<file path="src/rtl/rcc_pkg.sv">
// Package for the small-modulus RSA/CRT cipher.
// Holds the item structs, controller states, datapath commands and operand selects.
// No dependencies.
package rcc_pkg;

  localparam int unsigned PrimeW = 8;
  localparam int unsigned WordW  = 16;
  localparam int unsigned DivW   = 32;
  localparam int unsigned CoefW  = 10;
  localparam int unsigned CfgIdxW = 3;

  localparam logic [CfgIdxW-1:0] RegPrimeP  = 3'd0;
  localparam logic [CfgIdxW-1:0] RegPrimeQ  = 3'd1;
  localparam logic [CfgIdxW-1:0] RegModulus = 3'd2;
  localparam logic [CfgIdxW-1:0] RegPubExp  = 3'd3;
  localparam logic [CfgIdxW-1:0] RegPrivExp = 3'd4;

  localparam logic OpEncrypt = 1'b0;

  typedef struct packed {
    logic             opcode;
    logic [WordW-1:0] value;
  } in_item_t;

  typedef struct packed {
    logic [WordW-1:0] result;
    logic             range_error;
  } out_item_t;

  typedef enum logic [4:0] {
    CMD_NONE, CMD_LOAD, CMD_SET_MN, CMD_SET_MP1, CMD_SET_MQ1, CMD_SET_MP,
    CMD_SET_MQ, CMD_E_REM, CMD_R_REM, CMD_B_REM, CMD_BSQ_REM, CMD_M1,
    CMD_M2, CMD_EU_INIT, CMD_ENR_REM, CMD_EU_STEP, CMD_QINV, CMD_TMP_REM,
    CMD_RES_RANGE, CMD_RES_ZERO, CMD_RES_R, CMD_RES_CRT, CMD_PUSH
  } cmd_e;

  typedef enum logic [3:0] {
    DS_ONE, DS_VAL, DS_RB, DS_BB, DS_DEXP, DS_QP, DS_EU, DS_M2, DS_DIFF, DS_H
  } div_src_e;

  typedef enum logic [1:0] {
    PH_ENC, PH_M1, PH_M2
  } phase_e;

  typedef enum logic [4:0] {
    S_IDLE, S_CHK, S_DP, S_DP_W, S_M1SET, S_MP_INIT, S_MP_W1, S_MP_B, S_MP_W2,
    S_MP_LOOP, S_MP_W3, S_MP_SQ, S_MP_W4, S_DQ, S_DQ_D, S_DQ_W, S_M2SET,
    S_EU1, S_EU2, S_EU3, S_EU_LOOP, S_EU_W, S_D0, S_D0W, S_D1, S_D1W, S_D2,
    S_D2W, S_OUT
  } state_e;

  typedef struct packed {
    cmd_e     cmd;
    logic     div_start;
    div_src_e div_src;
  } ctl_t;

  typedef struct packed {
    logic div_done;
    logic e_zero;
    logic e_lsb;
    logic enr_zero;
    logic range_err;
    logic op;
    logic p_small;
    logic out_busy;
  } sts_t;

endpackage

</file>
<file path="src/rtl/rsa_crt_cipher.sv">
// RSA cipher with small primes: encrypt by square-and-multiply, decrypt by CRT.
// Depends on rcc_pkg, rcc_ctrl, rcc_dpath (which holds rcc_div).
//
// Input channel (in_valid_i/in_stall_o/in_item_i) takes one item: opcode and value.
// Output channel (out_valid_o/out_stall_i/out_item_o) gives one result per item.
// Key registers are written through cfg_we_i/cfg_idx_i/cfg_data_i only while idle, a rule for the
// user that the block does not enforce: 0 prime_p, 1 prime_q, 2 modulus_n, 3 public_exp, 4 private_exp.
// One item is worked at a time. Every modular product and every remainder goes
// through a single restoring divider. Encryption uses two setup divides, then one
// square per bit of e and one multiply per set bit of e.
// Decryption runs two half-size exponentiations, the Euclid inverse (one divide
// per step) and three more divides.
// A value not below modulus_n returns result 0 with range_error.
// A finished result sits in the output register; the next item is accepted
// meanwhile and its result waits in the datapath while the receiver stalls.
// Reset loads the key registers with 3, 5, 15, 3, 3 and empties the block.
module rsa_crt_cipher import rcc_pkg::*; (
  input  logic               clk_i,
  input  logic               rst_ni,
  input  logic               cfg_we_i,
  input  logic [CfgIdxW-1:0] cfg_idx_i,
  input  logic [WordW-1:0]   cfg_data_i,
  input  logic               in_valid_i,
  output logic               in_stall_o,
  input  in_item_t           in_item_i,
  output logic               out_valid_o,
  input  logic               out_stall_i,
  output out_item_t          out_item_o
);

  ctl_t ctl;
  sts_t sts;

  rcc_ctrl u_ctrl (
    .clk_i,
    .rst_ni,
    .in_valid_i,
    .in_stall_o,
    .sts_i (sts),
    .ctl_o (ctl)
  );

  rcc_dpath u_dpath (
    .clk_i,
    .rst_ni,
    .cfg_we_i,
    .cfg_idx_i,
    .cfg_data_i,
    .in_item_i,
    .out_stall_i,
    .out_valid_o,
    .out_item_o,
    .ctl_i (ctl),
    .sts_o (sts)
  );

  a_stall_after_accept: assert property (@(posedge clk_i) disable iff (!rst_ni)
    in_valid_i && !in_stall_o |=> in_stall_o)
    else $error("input taken while busy");

  a_push_free: assert property (@(posedge clk_i) disable iff (!rst_ni)
    ctl.cmd == CMD_PUSH |-> !(out_valid_o && out_stall_i))
    else $error("push over a waiting item");

  a_range_zero: assert property (@(posedge clk_i) disable iff (!rst_ni)
    out_valid_o && out_item_o.range_error |-> out_item_o.result == '0)
    else $error("range error with nonzero result");

endmodule

</file>
<file path="src/rtl/rcc_div.sv">
// Restoring divider, one quotient bit per cycle.
// Depends on rcc_pkg for widths.
module rcc_div import rcc_pkg::*; (
  input  logic             clk_i,
  input  logic             rst_ni,
  input  logic             start_i,
  input  logic [DivW-1:0]  dividend_i,
  input  logic [WordW-1:0] divisor_i,
  output logic             done_o,
  output logic [DivW-1:0]  quo_o,
  output logic [WordW-1:0] rem_o
);

  localparam int unsigned CntW = $clog2(DivW);

  logic             busy_q, busy_d, done_q, done_d;
  logic [CntW-1:0]  cnt_q, cnt_d;
  logic [DivW-1:0]  quo_q, quo_d;
  logic [WordW-1:0] rem_q, rem_d, dvs_q, dvs_d;
  logic [WordW:0]   trial;
  logic             ge;

  assign trial = {rem_q, quo_q[DivW-1]};
  assign ge    = trial >= {1'b0, dvs_q};

  always_comb begin
    busy_d = busy_q;
    done_d = 1'b0;
    cnt_d  = cnt_q;
    quo_d  = quo_q;
    rem_d  = rem_q;
    dvs_d  = dvs_q;
    if (start_i) begin
      busy_d = 1'b1;
      cnt_d  = '0;
      quo_d  = dividend_i;
      rem_d  = '0;
      dvs_d  = divisor_i;
    end else if (busy_q) begin
      quo_d = {quo_q[DivW-2:0], ge};
      rem_d = ge ? WordW'(trial - {1'b0, dvs_q}) : trial[WordW-1:0];
      cnt_d = cnt_q + 1'b1;
      if (cnt_q == CntW'(DivW - 1)) begin
        busy_d = 1'b0;
        done_d = 1'b1;
      end
    end
  end

  always_ff @(posedge clk_i or negedge rst_ni) begin
    if (!rst_ni) begin
      busy_q <= 1'b0;
      done_q <= 1'b0;
      cnt_q  <= '0;
    end else begin
      busy_q <= busy_d;
      done_q <= done_d;
      cnt_q  <= cnt_d;
    end
  end

  always_ff @(posedge clk_i) begin
    quo_q <= quo_d;
    rem_q <= rem_d;
    dvs_q <= dvs_d;
  end

  assign done_o = done_q;
  assign quo_o  = quo_q;
  assign rem_o  = rem_q;

endmodule

</file>
<file path="src/rtl/rcc_dpath.sv">
// Datapath: key registers, working registers, shared divider and output register.
// Depends on rcc_pkg and rcc_div.
module rcc_dpath import rcc_pkg::*; (
  input  logic               clk_i,
  input  logic               rst_ni,
  input  logic               cfg_we_i,
  input  logic [CfgIdxW-1:0] cfg_idx_i,
  input  logic [WordW-1:0]   cfg_data_i,
  input  in_item_t           in_item_i,
  input  logic               out_stall_i,
  output logic               out_valid_o,
  output out_item_t          out_item_o,
  input  ctl_t               ctl_i,
  output sts_t               sts_o
);

  logic [PrimeW-1:0] p_q, q_q;
  logic [WordW-1:0]  n_q, pub_q, priv_q;
  logic              out_valid_q, out_valid_d;
  out_item_t         out_q, out_d;

  logic              op_q, op_d, rng_q, rng_d;
  logic [WordW-1:0]  val_q, val_d, m_q, m_d, e_q, e_d, r_q, r_d, b_q, b_d;
  logic [WordW-1:0]  res_q, res_d;
  logic [PrimeW-1:0] m1_q, m1_d, m2_q, m2_d, er_q, er_d, enr_q, enr_d;
  logic [PrimeW-1:0] qinv_q, qinv_d, tmp_q, tmp_d;
  logic signed [CoefW-1:0] t_q, t_d, nt_q, nt_d;

  logic [DivW-1:0]   dividend, quo;
  logic [WordW-1:0]  divisor, rem;
  logic              div_done;
  logic [PrimeW:0]   diff;
  logic signed [CoefW+PrimeW:0] qt_nt;
  logic [CoefW-1:0]  t_pos;

  assign diff  = {1'b0, m1_q} + {1'b0, p_q} - {1'b0, tmp_q};
  assign qt_nt = $signed({1'b0, quo[PrimeW-1:0]}) * nt_q;
  assign t_pos = t_q[CoefW-1] ? CoefW'(t_q + $signed({2'b0, p_q})) : t_q;

  always_comb begin
    case (ctl_i.div_src)
      DS_ONE:  dividend = DivW'(1);
      DS_VAL:  dividend = DivW'(val_q);
      DS_RB:   dividend = r_q * b_q;
      DS_BB:   dividend = b_q * b_q;
      DS_DEXP: dividend = DivW'(priv_q);
      DS_QP:   dividend = DivW'(q_q);
      DS_EU:   dividend = DivW'(er_q);
      DS_M2:   dividend = DivW'(m2_q);
      DS_DIFF: dividend = DivW'(diff);
      DS_H:    dividend = DivW'(WordW'(qinv_q) * WordW'(tmp_q));
      default: dividend = '0;
    endcase
    divisor = (ctl_i.div_src == DS_EU) ? WordW'(enr_q) : m_q;
  end

  rcc_div u_div (
    .clk_i,
    .rst_ni,
    .start_i    (ctl_i.div_start),
    .dividend_i (dividend),
    .divisor_i  (divisor),
    .done_o     (div_done),
    .quo_o      (quo),
    .rem_o      (rem)
  );

  always_comb begin
    op_d = op_q; rng_d = rng_q; val_d = val_q; m_d = m_q; e_d = e_q;
    r_d = r_q; b_d = b_q; res_d = res_q; m1_d = m1_q; m2_d = m2_q;
    er_d = er_q; enr_d = enr_q; qinv_d = qinv_q; tmp_d = tmp_q;
    t_d = t_q; nt_d = nt_q;
    out_d = out_q;
    out_valid_d = out_valid_q && out_stall_i;
    case (ctl_i.cmd)
      CMD_LOAD: begin
        op_d  = in_item_i.opcode;
        val_d = in_item_i.value;
        rng_d = in_item_i.value >= n_q;
      end
      CMD_SET_MN:  begin
        m_d = n_q;
        e_d = pub_q;
      end
      CMD_SET_MP1: m_d = WordW'(p_q - 1'b1);
      CMD_SET_MQ1: m_d = WordW'(q_q - 1'b1);
      CMD_SET_MP:  m_d = WordW'(p_q);
      CMD_SET_MQ:  m_d = WordW'(q_q);
      CMD_E_REM:   e_d = rem;
      CMD_R_REM:   r_d = rem;
      CMD_B_REM:   b_d = rem;
      CMD_BSQ_REM: begin
        b_d = rem;
        e_d = e_q >> 1;
      end
      CMD_M1:      m1_d = r_q[PrimeW-1:0];
      CMD_M2:      m2_d = r_q[PrimeW-1:0];
      CMD_EU_INIT: begin
        m_d  = WordW'(p_q);
        er_d = p_q;
        t_d  = '0;
        nt_d = CoefW'(1);
      end
      CMD_ENR_REM: enr_d = rem[PrimeW-1:0];
      CMD_EU_STEP: begin
        t_d   = nt_q;
        nt_d  = CoefW'(t_q - qt_nt);
        er_d  = enr_q;
        enr_d = rem[PrimeW-1:0];
      end
      CMD_QINV:      qinv_d = (er_q == PrimeW'(1)) ? t_pos[PrimeW-1:0] : '0;
      CMD_TMP_REM:   tmp_d = rem[PrimeW-1:0];
      CMD_RES_RANGE: res_d = '0;
      CMD_RES_ZERO:  res_d = '0;
      CMD_RES_R:     res_d = r_q;
      CMD_RES_CRT:   res_d = WordW'(m2_q) + rem[PrimeW-1:0] * q_q;
      CMD_PUSH: begin
        out_valid_d       = 1'b1;
        out_d.result      = res_q;
        out_d.range_error = rng_q;
      end
      default: ;
    endcase
  end

  always_ff @(posedge clk_i or negedge rst_ni) begin
    if (!rst_ni) begin
      p_q         <= PrimeW'(3);
      q_q         <= PrimeW'(5);
      n_q         <= WordW'(15);
      pub_q       <= WordW'(3);
      priv_q      <= WordW'(3);
      out_valid_q <= 1'b0;
    end else begin
      out_valid_q <= out_valid_d;
      if (cfg_we_i) begin
        case (cfg_idx_i)
          RegPrimeP:  p_q    <= cfg_data_i[PrimeW-1:0];
          RegPrimeQ:  q_q    <= cfg_data_i[PrimeW-1:0];
          RegModulus: n_q    <= cfg_data_i;
          RegPubExp:  pub_q  <= cfg_data_i;
          RegPrivExp: priv_q <= cfg_data_i;
          default: ;
        endcase
      end
    end
  end

  always_ff @(posedge clk_i) begin
    op_q <= op_d; rng_q <= rng_d; val_q <= val_d; m_q <= m_d; e_q <= e_d;
    r_q <= r_d; b_q <= b_d; res_q <= res_d; m1_q <= m1_d; m2_q <= m2_d;
    er_q <= er_d; enr_q <= enr_d; qinv_q <= qinv_d; tmp_q <= tmp_d;
    t_q <= t_d; nt_q <= nt_d; out_q <= out_d;
  end

  assign sts_o.div_done  = div_done;
  assign sts_o.e_zero    = e_q == '0;
  assign sts_o.e_lsb     = e_q[0];
  assign sts_o.enr_zero  = enr_q == '0;
  assign sts_o.range_err = rng_q;
  assign sts_o.op        = op_q;
  assign sts_o.p_small   = (p_q < PrimeW'(2)) || (q_q < PrimeW'(2));
  assign sts_o.out_busy  = out_valid_q && out_stall_i;

  assign out_valid_o = out_valid_q;
  assign out_item_o  = out_q;

endmodule

</file>
<file path="src/rtl/rcc_ctrl.sv">
// Controller: sequences modular exponentiation, inverse search and CRT recombination.
// Depends on rcc_pkg.
module rcc_ctrl import rcc_pkg::*; (
  input  logic clk_i,
  input  logic rst_ni,
  input  logic in_valid_i,
  output logic in_stall_o,
  input  sts_t sts_i,
  output ctl_t ctl_o
);

  state_e state_q, state_d;
  phase_e ph_q, ph_d;

  always_comb begin
    state_d = state_q;
    ph_d    = ph_q;
    case (state_q)
      S_IDLE: if (in_valid_i) state_d = S_CHK;
      S_CHK: begin
        if (sts_i.range_err) state_d = S_OUT;
        else if (sts_i.op == OpEncrypt) begin
          state_d = S_MP_INIT;
          ph_d    = PH_ENC;
        end else if (sts_i.p_small) state_d = S_OUT;
        else state_d = S_DP;
      end
      S_DP:    state_d = S_DP_W;
      S_DP_W:  if (sts_i.div_done) state_d = S_M1SET;
      S_M1SET: begin
        state_d = S_MP_INIT;
        ph_d    = PH_M1;
      end
      S_MP_INIT: state_d = S_MP_W1;
      S_MP_W1:   if (sts_i.div_done) state_d = S_MP_B;
      S_MP_B:    state_d = S_MP_W2;
      S_MP_W2:   if (sts_i.div_done) state_d = S_MP_LOOP;
      S_MP_LOOP: begin
        if (sts_i.e_zero) begin
          case (ph_q)
            PH_ENC:  state_d = S_OUT;
            PH_M1:   state_d = S_DQ;
            default: state_d = S_EU1;
          endcase
        end else if (sts_i.e_lsb) state_d = S_MP_W3;
        else state_d = S_MP_SQ;
      end
      S_MP_W3: if (sts_i.div_done) state_d = S_MP_SQ;
      S_MP_SQ: state_d = S_MP_W4;
      S_MP_W4: if (sts_i.div_done) state_d = S_MP_LOOP;
      S_DQ:    state_d = S_DQ_D;
      S_DQ_D:  state_d = S_DQ_W;
      S_DQ_W:  if (sts_i.div_done) state_d = S_M2SET;
      S_M2SET: begin
        state_d = S_MP_INIT;
        ph_d    = PH_M2;
      end
      S_EU1: state_d = S_EU2;
      S_EU2: state_d = S_EU3;
      S_EU3: if (sts_i.div_done) state_d = S_EU_LOOP;
      S_EU_LOOP: state_d = sts_i.enr_zero ? S_D0 : S_EU_W;
      S_EU_W: if (sts_i.div_done) state_d = S_EU_LOOP;
      S_D0:  state_d = S_D0W;
      S_D0W: if (sts_i.div_done) state_d = S_D1;
      S_D1:  state_d = S_D1W;
      S_D1W: if (sts_i.div_done) state_d = S_D2;
      S_D2:  state_d = S_D2W;
      S_D2W: if (sts_i.div_done) state_d = S_OUT;
      S_OUT: if (!sts_i.out_busy) state_d = S_IDLE;
      default: state_d = S_IDLE;
    endcase
  end

  always_comb begin
    ctl_o.cmd       = CMD_NONE;
    ctl_o.div_start = 1'b0;
    ctl_o.div_src   = DS_ONE;
    in_stall_o      = 1'b1;
    case (state_q)
      S_IDLE: begin
        in_stall_o = 1'b0;
        if (in_valid_i) ctl_o.cmd = CMD_LOAD;
      end
      S_CHK: begin
        if (sts_i.range_err) ctl_o.cmd = CMD_RES_RANGE;
        else if (sts_i.op == OpEncrypt) ctl_o.cmd = CMD_SET_MN;
        else if (sts_i.p_small) ctl_o.cmd = CMD_RES_ZERO;
        else ctl_o.cmd = CMD_SET_MP1;
      end
      S_DP: begin
        ctl_o.div_start = 1'b1;
        ctl_o.div_src   = DS_DEXP;
      end
      S_DP_W:  if (sts_i.div_done) ctl_o.cmd = CMD_E_REM;
      S_M1SET: ctl_o.cmd = CMD_SET_MP;
      S_MP_INIT: begin
        ctl_o.div_start = 1'b1;
        ctl_o.div_src   = DS_ONE;
      end
      S_MP_W1: if (sts_i.div_done) ctl_o.cmd = CMD_R_REM;
      S_MP_B: begin
        ctl_o.div_start = 1'b1;
        ctl_o.div_src   = DS_VAL;
      end
      S_MP_W2: if (sts_i.div_done) ctl_o.cmd = CMD_B_REM;
      S_MP_LOOP: begin
        if (sts_i.e_zero) begin
          case (ph_q)
            PH_ENC:  ctl_o.cmd = CMD_RES_R;
            PH_M1:   ctl_o.cmd = CMD_M1;
            default: ctl_o.cmd = CMD_M2;
          endcase
        end else if (sts_i.e_lsb) begin
          ctl_o.div_start = 1'b1;
          ctl_o.div_src   = DS_RB;
        end
      end
      S_MP_W3: if (sts_i.div_done) ctl_o.cmd = CMD_R_REM;
      S_MP_SQ: begin
        ctl_o.div_start = 1'b1;
        ctl_o.div_src   = DS_BB;
      end
      S_MP_W4: if (sts_i.div_done) ctl_o.cmd = CMD_BSQ_REM;
      S_DQ:    ctl_o.cmd = CMD_SET_MQ1;
      S_DQ_D: begin
        ctl_o.div_start = 1'b1;
        ctl_o.div_src   = DS_DEXP;
      end
      S_DQ_W:  if (sts_i.div_done) ctl_o.cmd = CMD_E_REM;
      S_M2SET: ctl_o.cmd = CMD_SET_MQ;
      S_EU1:   ctl_o.cmd = CMD_EU_INIT;
      S_EU2: begin
        ctl_o.div_start = 1'b1;
        ctl_o.div_src   = DS_QP;
      end
      S_EU3: if (sts_i.div_done) ctl_o.cmd = CMD_ENR_REM;
      S_EU_LOOP: begin
        if (sts_i.enr_zero) ctl_o.cmd = CMD_QINV;
        else begin
          ctl_o.div_start = 1'b1;
          ctl_o.div_src   = DS_EU;
        end
      end
      S_EU_W: if (sts_i.div_done) ctl_o.cmd = CMD_EU_STEP;
      S_D0: begin
        ctl_o.div_start = 1'b1;
        ctl_o.div_src   = DS_M2;
      end
      S_D0W: if (sts_i.div_done) ctl_o.cmd = CMD_TMP_REM;
      S_D1: begin
        ctl_o.div_start = 1'b1;
        ctl_o.div_src   = DS_DIFF;
      end
      S_D1W: if (sts_i.div_done) ctl_o.cmd = CMD_TMP_REM;
      S_D2: begin
        ctl_o.div_start = 1'b1;
        ctl_o.div_src   = DS_H;
      end
      S_D2W: if (sts_i.div_done) ctl_o.cmd = CMD_RES_CRT;
      S_OUT: if (!sts_i.out_busy) ctl_o.cmd = CMD_PUSH;
      default: ;
    endcase
  end

  always_ff @(posedge clk_i or negedge rst_ni) begin
    if (!rst_ni) begin
      state_q <= S_IDLE;
      ph_q    <= PH_ENC;
    end else begin
      state_q <= state_d;
      ph_q    <= ph_d;
    end
  end

endmodule

</file>
<file path="config.mk">
export PLATFORM = sky130hd
export DESIGN_NAME = rsa_crt_cipher
export DESIGN_NICKNAME = d
export VERILOG_FILES = /design/src/rtl/rcc_pkg.sv /design/src/rtl/rsa_crt_cipher.sv /design/src/rtl/rcc_div.sv /design/src/rtl/rcc_dpath.sv /design/src/rtl/rcc_ctrl.sv
export SDC_FILE = /design/constraint.sdc
export NUM_CORES = 2
export LEC_CHECK = 0
export CAP_MARGIN = 40
export CORE_MARGIN = 4
export CORE_UTILIZATION = 31
export CTS_BUF_LIST = sky130_fd_sc_hd__clkbuf_4 sky130_fd_sc_hd__clkbuf_8
export DETAILED_ROUTE_END_ITERATION = 10
export DONT_BUFFER_PORTS = 1
export PLACE_DENSITY_LB_ADDON = 0.15
export SLEW_MARGIN = 20
export SYNTH_ARGS = -nofsm -noshare
export SYNTH_HDL_FRONTEND = slang
export SYNTH_SLANG_ARGS = --single-unit
</file>
<file path="constraint.sdc">
create_clock -name clk_i -period 7.8 [get_ports clk_i]
set_input_delay 0.78 -clock clk_i [delete_from_list [all_inputs] [get_ports clk_i]]
set_output_delay 0.78 -clock clk_i [all_outputs]
set_load 0.005 [all_outputs]
</file>
==> qor.csv <==
stage,metric,value,unit
cells_and_area,final_cells,5538,
synth,synthFlopType,edfxtp_1,
pwr,clockPowerShare,43.0,%
clocking,cts_tree,done,
global_routing,grt_overflow,0,
clocking,cts_buffers,58,
sta,period_share,94.3,%
clocking,htreeDepth,2,
synth,synth-compound-area-share,9.92,%
worst_setup_path,cpPeakStageDelay,800,ps
worst_setup_path,crit_chain,nand2_1 > fa_1 > inv_1 > fa_1 > inv_1 > fa_1 > inv_1 > fa_1 > fa_1 > inv_1 > fa_1 > inv_1 > ha_1 > a211oi_1 > o21ai_1 > or3_1 > o21ai_0 > buf_4 > o41ai_1 > buf_2 > a31o_2 > and4b_1 > o21ai_0 > o211ai_1,
synth,synth_fp_nets,4743,
synth,ys_async_sr_fraction,24.2,%
synth,synth-adder-area-share,37.4,%
worst_setup_path,path_delay_family,adder cells,
sta,clock.fmax,136,MHz
sta,slew_viol_final,0,
worst_setup_path,cp_max_fo,14,
sta,rsz0062_at_grt,no,
floorplan,core_area,120000,sq um
pwr,peakVddDrop,0.130,mV
global_routing,grt_first_pass_wirelength,179000,um
worst_setup_path,critPathSlowestCell,edfxtp_1,
cells_and_area,final_common_cell,inv_1,
drt,vias,26900,
sta,finalHoldViolations,0,
worst_setup_path,path_buf_inv,7,
pwr,power.switching,1.11,mW
synth,ys_warn_count,0,
drt,vias_per_cell,4.86,
worst_setup_path,start_kind,flop,
drt,top_layer_used,met5,
pwr,power_frac_comb,8.0,%
synth,synth_area,37500,sq um
worst_setup_path,cp-end-kind,flop,
worst_setup_path,arrival,7770,ps
sta,finClkSkew,88.3,ps
floorplan,num_rows,127,
cells_and_area,layout_common_cells,"716 x inv_1, 494 x nand2_1, 478 x fa_1, 356 x ha_1, 260 x and2_1",
synth,yosys_register_bits,326,
floorplan,die_area,127000,sq um
drt,drt-met1-wl,54600,um
drt,drc_errors,0,
placement,io_buffers,0,
clocking,clk_path_buf_depth,3,
synth,syn_area_per_cell,9.70,sq um
drt,drt_wl_total,117000,um
placement,dp.final_hpwl,93800,um
cells_and_area,design_area,41100,sq um
synth,synth_edf_count,231,
placement,dpl_cell_area,39700,sq um
drt,avgRoutedWirePerCell,21.1,um
sta,worst_slew_margin_rel,43.6,%
pwr,p_leak,19.1,nW
placement,gp_congestion,0.898,
synth,synth.area.mux_share,1.76,%
cells_and_area,drive_gt1_share,7.80,%
global_routing,antenna_found_initial,6,
floorplan,pin_count,60,
drt,drtIter0Drc,1744,
pwr,internal-power,3.09,mW
clocking,cts-root-buf,clkbuf_8,
clocking,clk_pin_slew,70,ps
drt,wl_met2,54500,um
outcome,status,"finished, final reports clean",
worst_setup_path,cp_data_required_time,8210,ps
placement,dp_cells,5421,
flow_run,max_cap_viol_count,0,
clocking,clkSinkCount,326,
clocking,clk_latency,710,ps
synth,yosys.area_share.simple,13.9,%
synth,yosysSeqAreaShare,24.6,%
synth,synth_top_family_by_area,adder cells,
drt,antenna_left,0,
sta,tightest_slew,842,ps
pwr,p_per_area,102,nW/um^2
clocking,post_cts_buffers,0,
worst_setup_path,critical_path_class,reg2reg,
floorplan,initial_core_util,31.2,%
pwr,total_power,4.20,mW
floorplan,die_h,356,um
sta,fin_setup_tns,0,ps
sta,finalSetupViolations,0,
drt,drt_first_pass_iters,7,
pwr,switching_share,26.3,%
worst_hold_path,min_path_type,in2reg,
sta,period_needed,7360,ps
global_routing,grt_usage,18.5,%
global_routing,grt_pass1_vias,28342,
cells_and_area,syn_to_final_growth,9.53,%
synth,synthCells,3868,
drt,wl_met3,5320,um
cells_and_area,layout.nets,4749,
synth,synth_cell_types,93,
global_routing,grt_max_degree,80,
pwr,power_frac_seq,49.0,%
sta,whs,198,ps
synth,synthXorXnorAreaFrac,3.45,%
worst_setup_path,cpMostUsedCell,fa_1,
floorplan,fp.dieW,356,um
## state kept, by name, indices dropped and copies added, names as in the netlist, 16 cells and up
name                 cells
u_dpath.b_q             16
u_dpath.e_q             16
u_dpath.m_q             16
u_dpath.n_q             16
u_dpath.out_item_o      17
u_dpath.priv_q          16
u_dpath.pub_q           16
u_dpath.r_q             16
u_dpath.res_q           16
u_dpath.u_div.dvs_q     16
u_dpath.u_div.quo_o     32
u_dpath.u_div.rem_o     16
u_dpath.val_q           16
## synth_stat cells, types with 8 or more instances
cell type  instances  share of area, %
xnor2_1           93               2.2
fa_1             478                25
and2_1           261               4.3
dfstp_2           12              0.84
o21ai_0          138               1.8
buf_4              8              0.16
edfxtp_1         231                18
nor2b_1           30              0.50
clkbuf_1         132               1.3
a221oi_1          14              0.33
a22o_1            16              0.37
a222oi_1          13              0.35
nor3_1            33              0.44
inv_1            716               7.2
dfrtp_1           67               4.5
nand3_1           42              0.56
mux2_2            48               1.4
nand2_1          495               4.9
a22oi_1           40              0.80
a31oi_1           21              0.35
nor2_1            96              0.96
a221o_1            9              0.24
mux2i_1           12              0.32
a21o_1            52               1.0
dfxtp_1           16              0.85
a211oi_1          15              0.30
a21oi_1          106               1.4
or3_1              8              0.13
nand4_1           15              0.25
o21bai_1          13              0.26
and3_1            14              0.23
xor2_1            53               1.2
nor4_1            19              0.32
nand2b_1          23              0.38
ha_1             356                12
o211ai_1          12              0.24
o21a_1            16              0.32
## per-stage QoR
step | setup WS [ps] | util (%)
final | 441 | 34.2
after global routing | 243 | 34.2
after CTS | 536 | 34.2
after detailed placement | 637 | 33.1
after global placement | 521 | 32.9
after floorplan | 1530 | -
## final timing paths
check                           depth (start not counted)                       to  slack (ps)             start
worst max-delay path                                   24  u_dpath.u_div.quo_o[31]         440    u_dpath.b_q[9]
worst min-delay path                                    0        u_dpath.val_q[14]         200     in_item_i[14]
worst max register to register                         24  u_dpath.u_div.quo_o[31]         440    u_dpath.b_q[9]
worst min register to register                          0    u_dpath.out_item_o[6]         420  u_dpath.res_q[5]
max in group asynchronous                               2        u_dpath.priv_q[0]        6670            rst_ni
min in group asynchronous                               2           u_dpath.q_q[1]         730            rst_ni
## final cells by class
| type | count | area [sq um] |
|---|---|---|
| fillers | 12522 | 79000 |
| flip-flops and latches | 326 | 9250 |
| repair buffers | 103 | 880 |
| inverters | 719 | 2700 |
| clock buffers | 85 | 1060 |
| multi-input cells | 2666 | 25000 |
| clock inverters | 25 | 234 |
| diodes | 2 | 5.00 |
| well taps | 1612 | 2020 |
## layer usage
| layer | vias to the layer above | global-route usage, % |
|---|---|---|
| li1 | 12573 | - |
| met1 | 13618 | 26.5 |
| met2 | 579 | 30.6 |
| met3 | 126 | 1.94 |
| met4 | 4 | 3.67 |
| met5 | - | 0 |
## power by group through the flow
stage                     clock network, mW  registers (mW)  logic [mW]
after global placement                    0            2.09       0.319
after detailed placement                  0            2.09       0.323
after floorplan                           0            2.00       0.259
final                                  1.80            2.05       0.337
after global routing                   1.93            2.06       0.385
after CTS                              1.85            2.05       0.338
## worst reg2reg max path, stage by stage (launching register included)
cell and delay [ps]:
edfxtp_1 800, nand2_1 150, fa_1 520, inv_1 60, fa_1 500, inv_1 50
fa_1 530, inv_1 50, fa_1 450, fa_1 490, inv_1 70, fa_1 490
inv_1 40, ha_1 330, a211oi_1 280, o21ai_1 150, or3_1 310, o21ai_0 300
buf_4 170, o41ai_1 80, buf_2 180, a31o_2 270, and4b_1 190, o21ai_0 400
o211ai_1 180
## logic make-up after synthesis
| kind of cell | after synthesis |
|---|---|
| adders and majority gates | 834 |
| buffers and inverters | 876 |
| xor gates and xnor gates | 147 |
| and+or+nand+nor | 1072 |
| AOI/OAI and AO/OA | 553 |
| DFF | 326 |
| muxes | 60 |
## repair_timing
item / in CTS / in global routing
resized for setup: 0 / 0
hold buffers: 2 / 0
endpoints found under the hold margin: 79 / 0
Power figures use the tool's default switching activity.
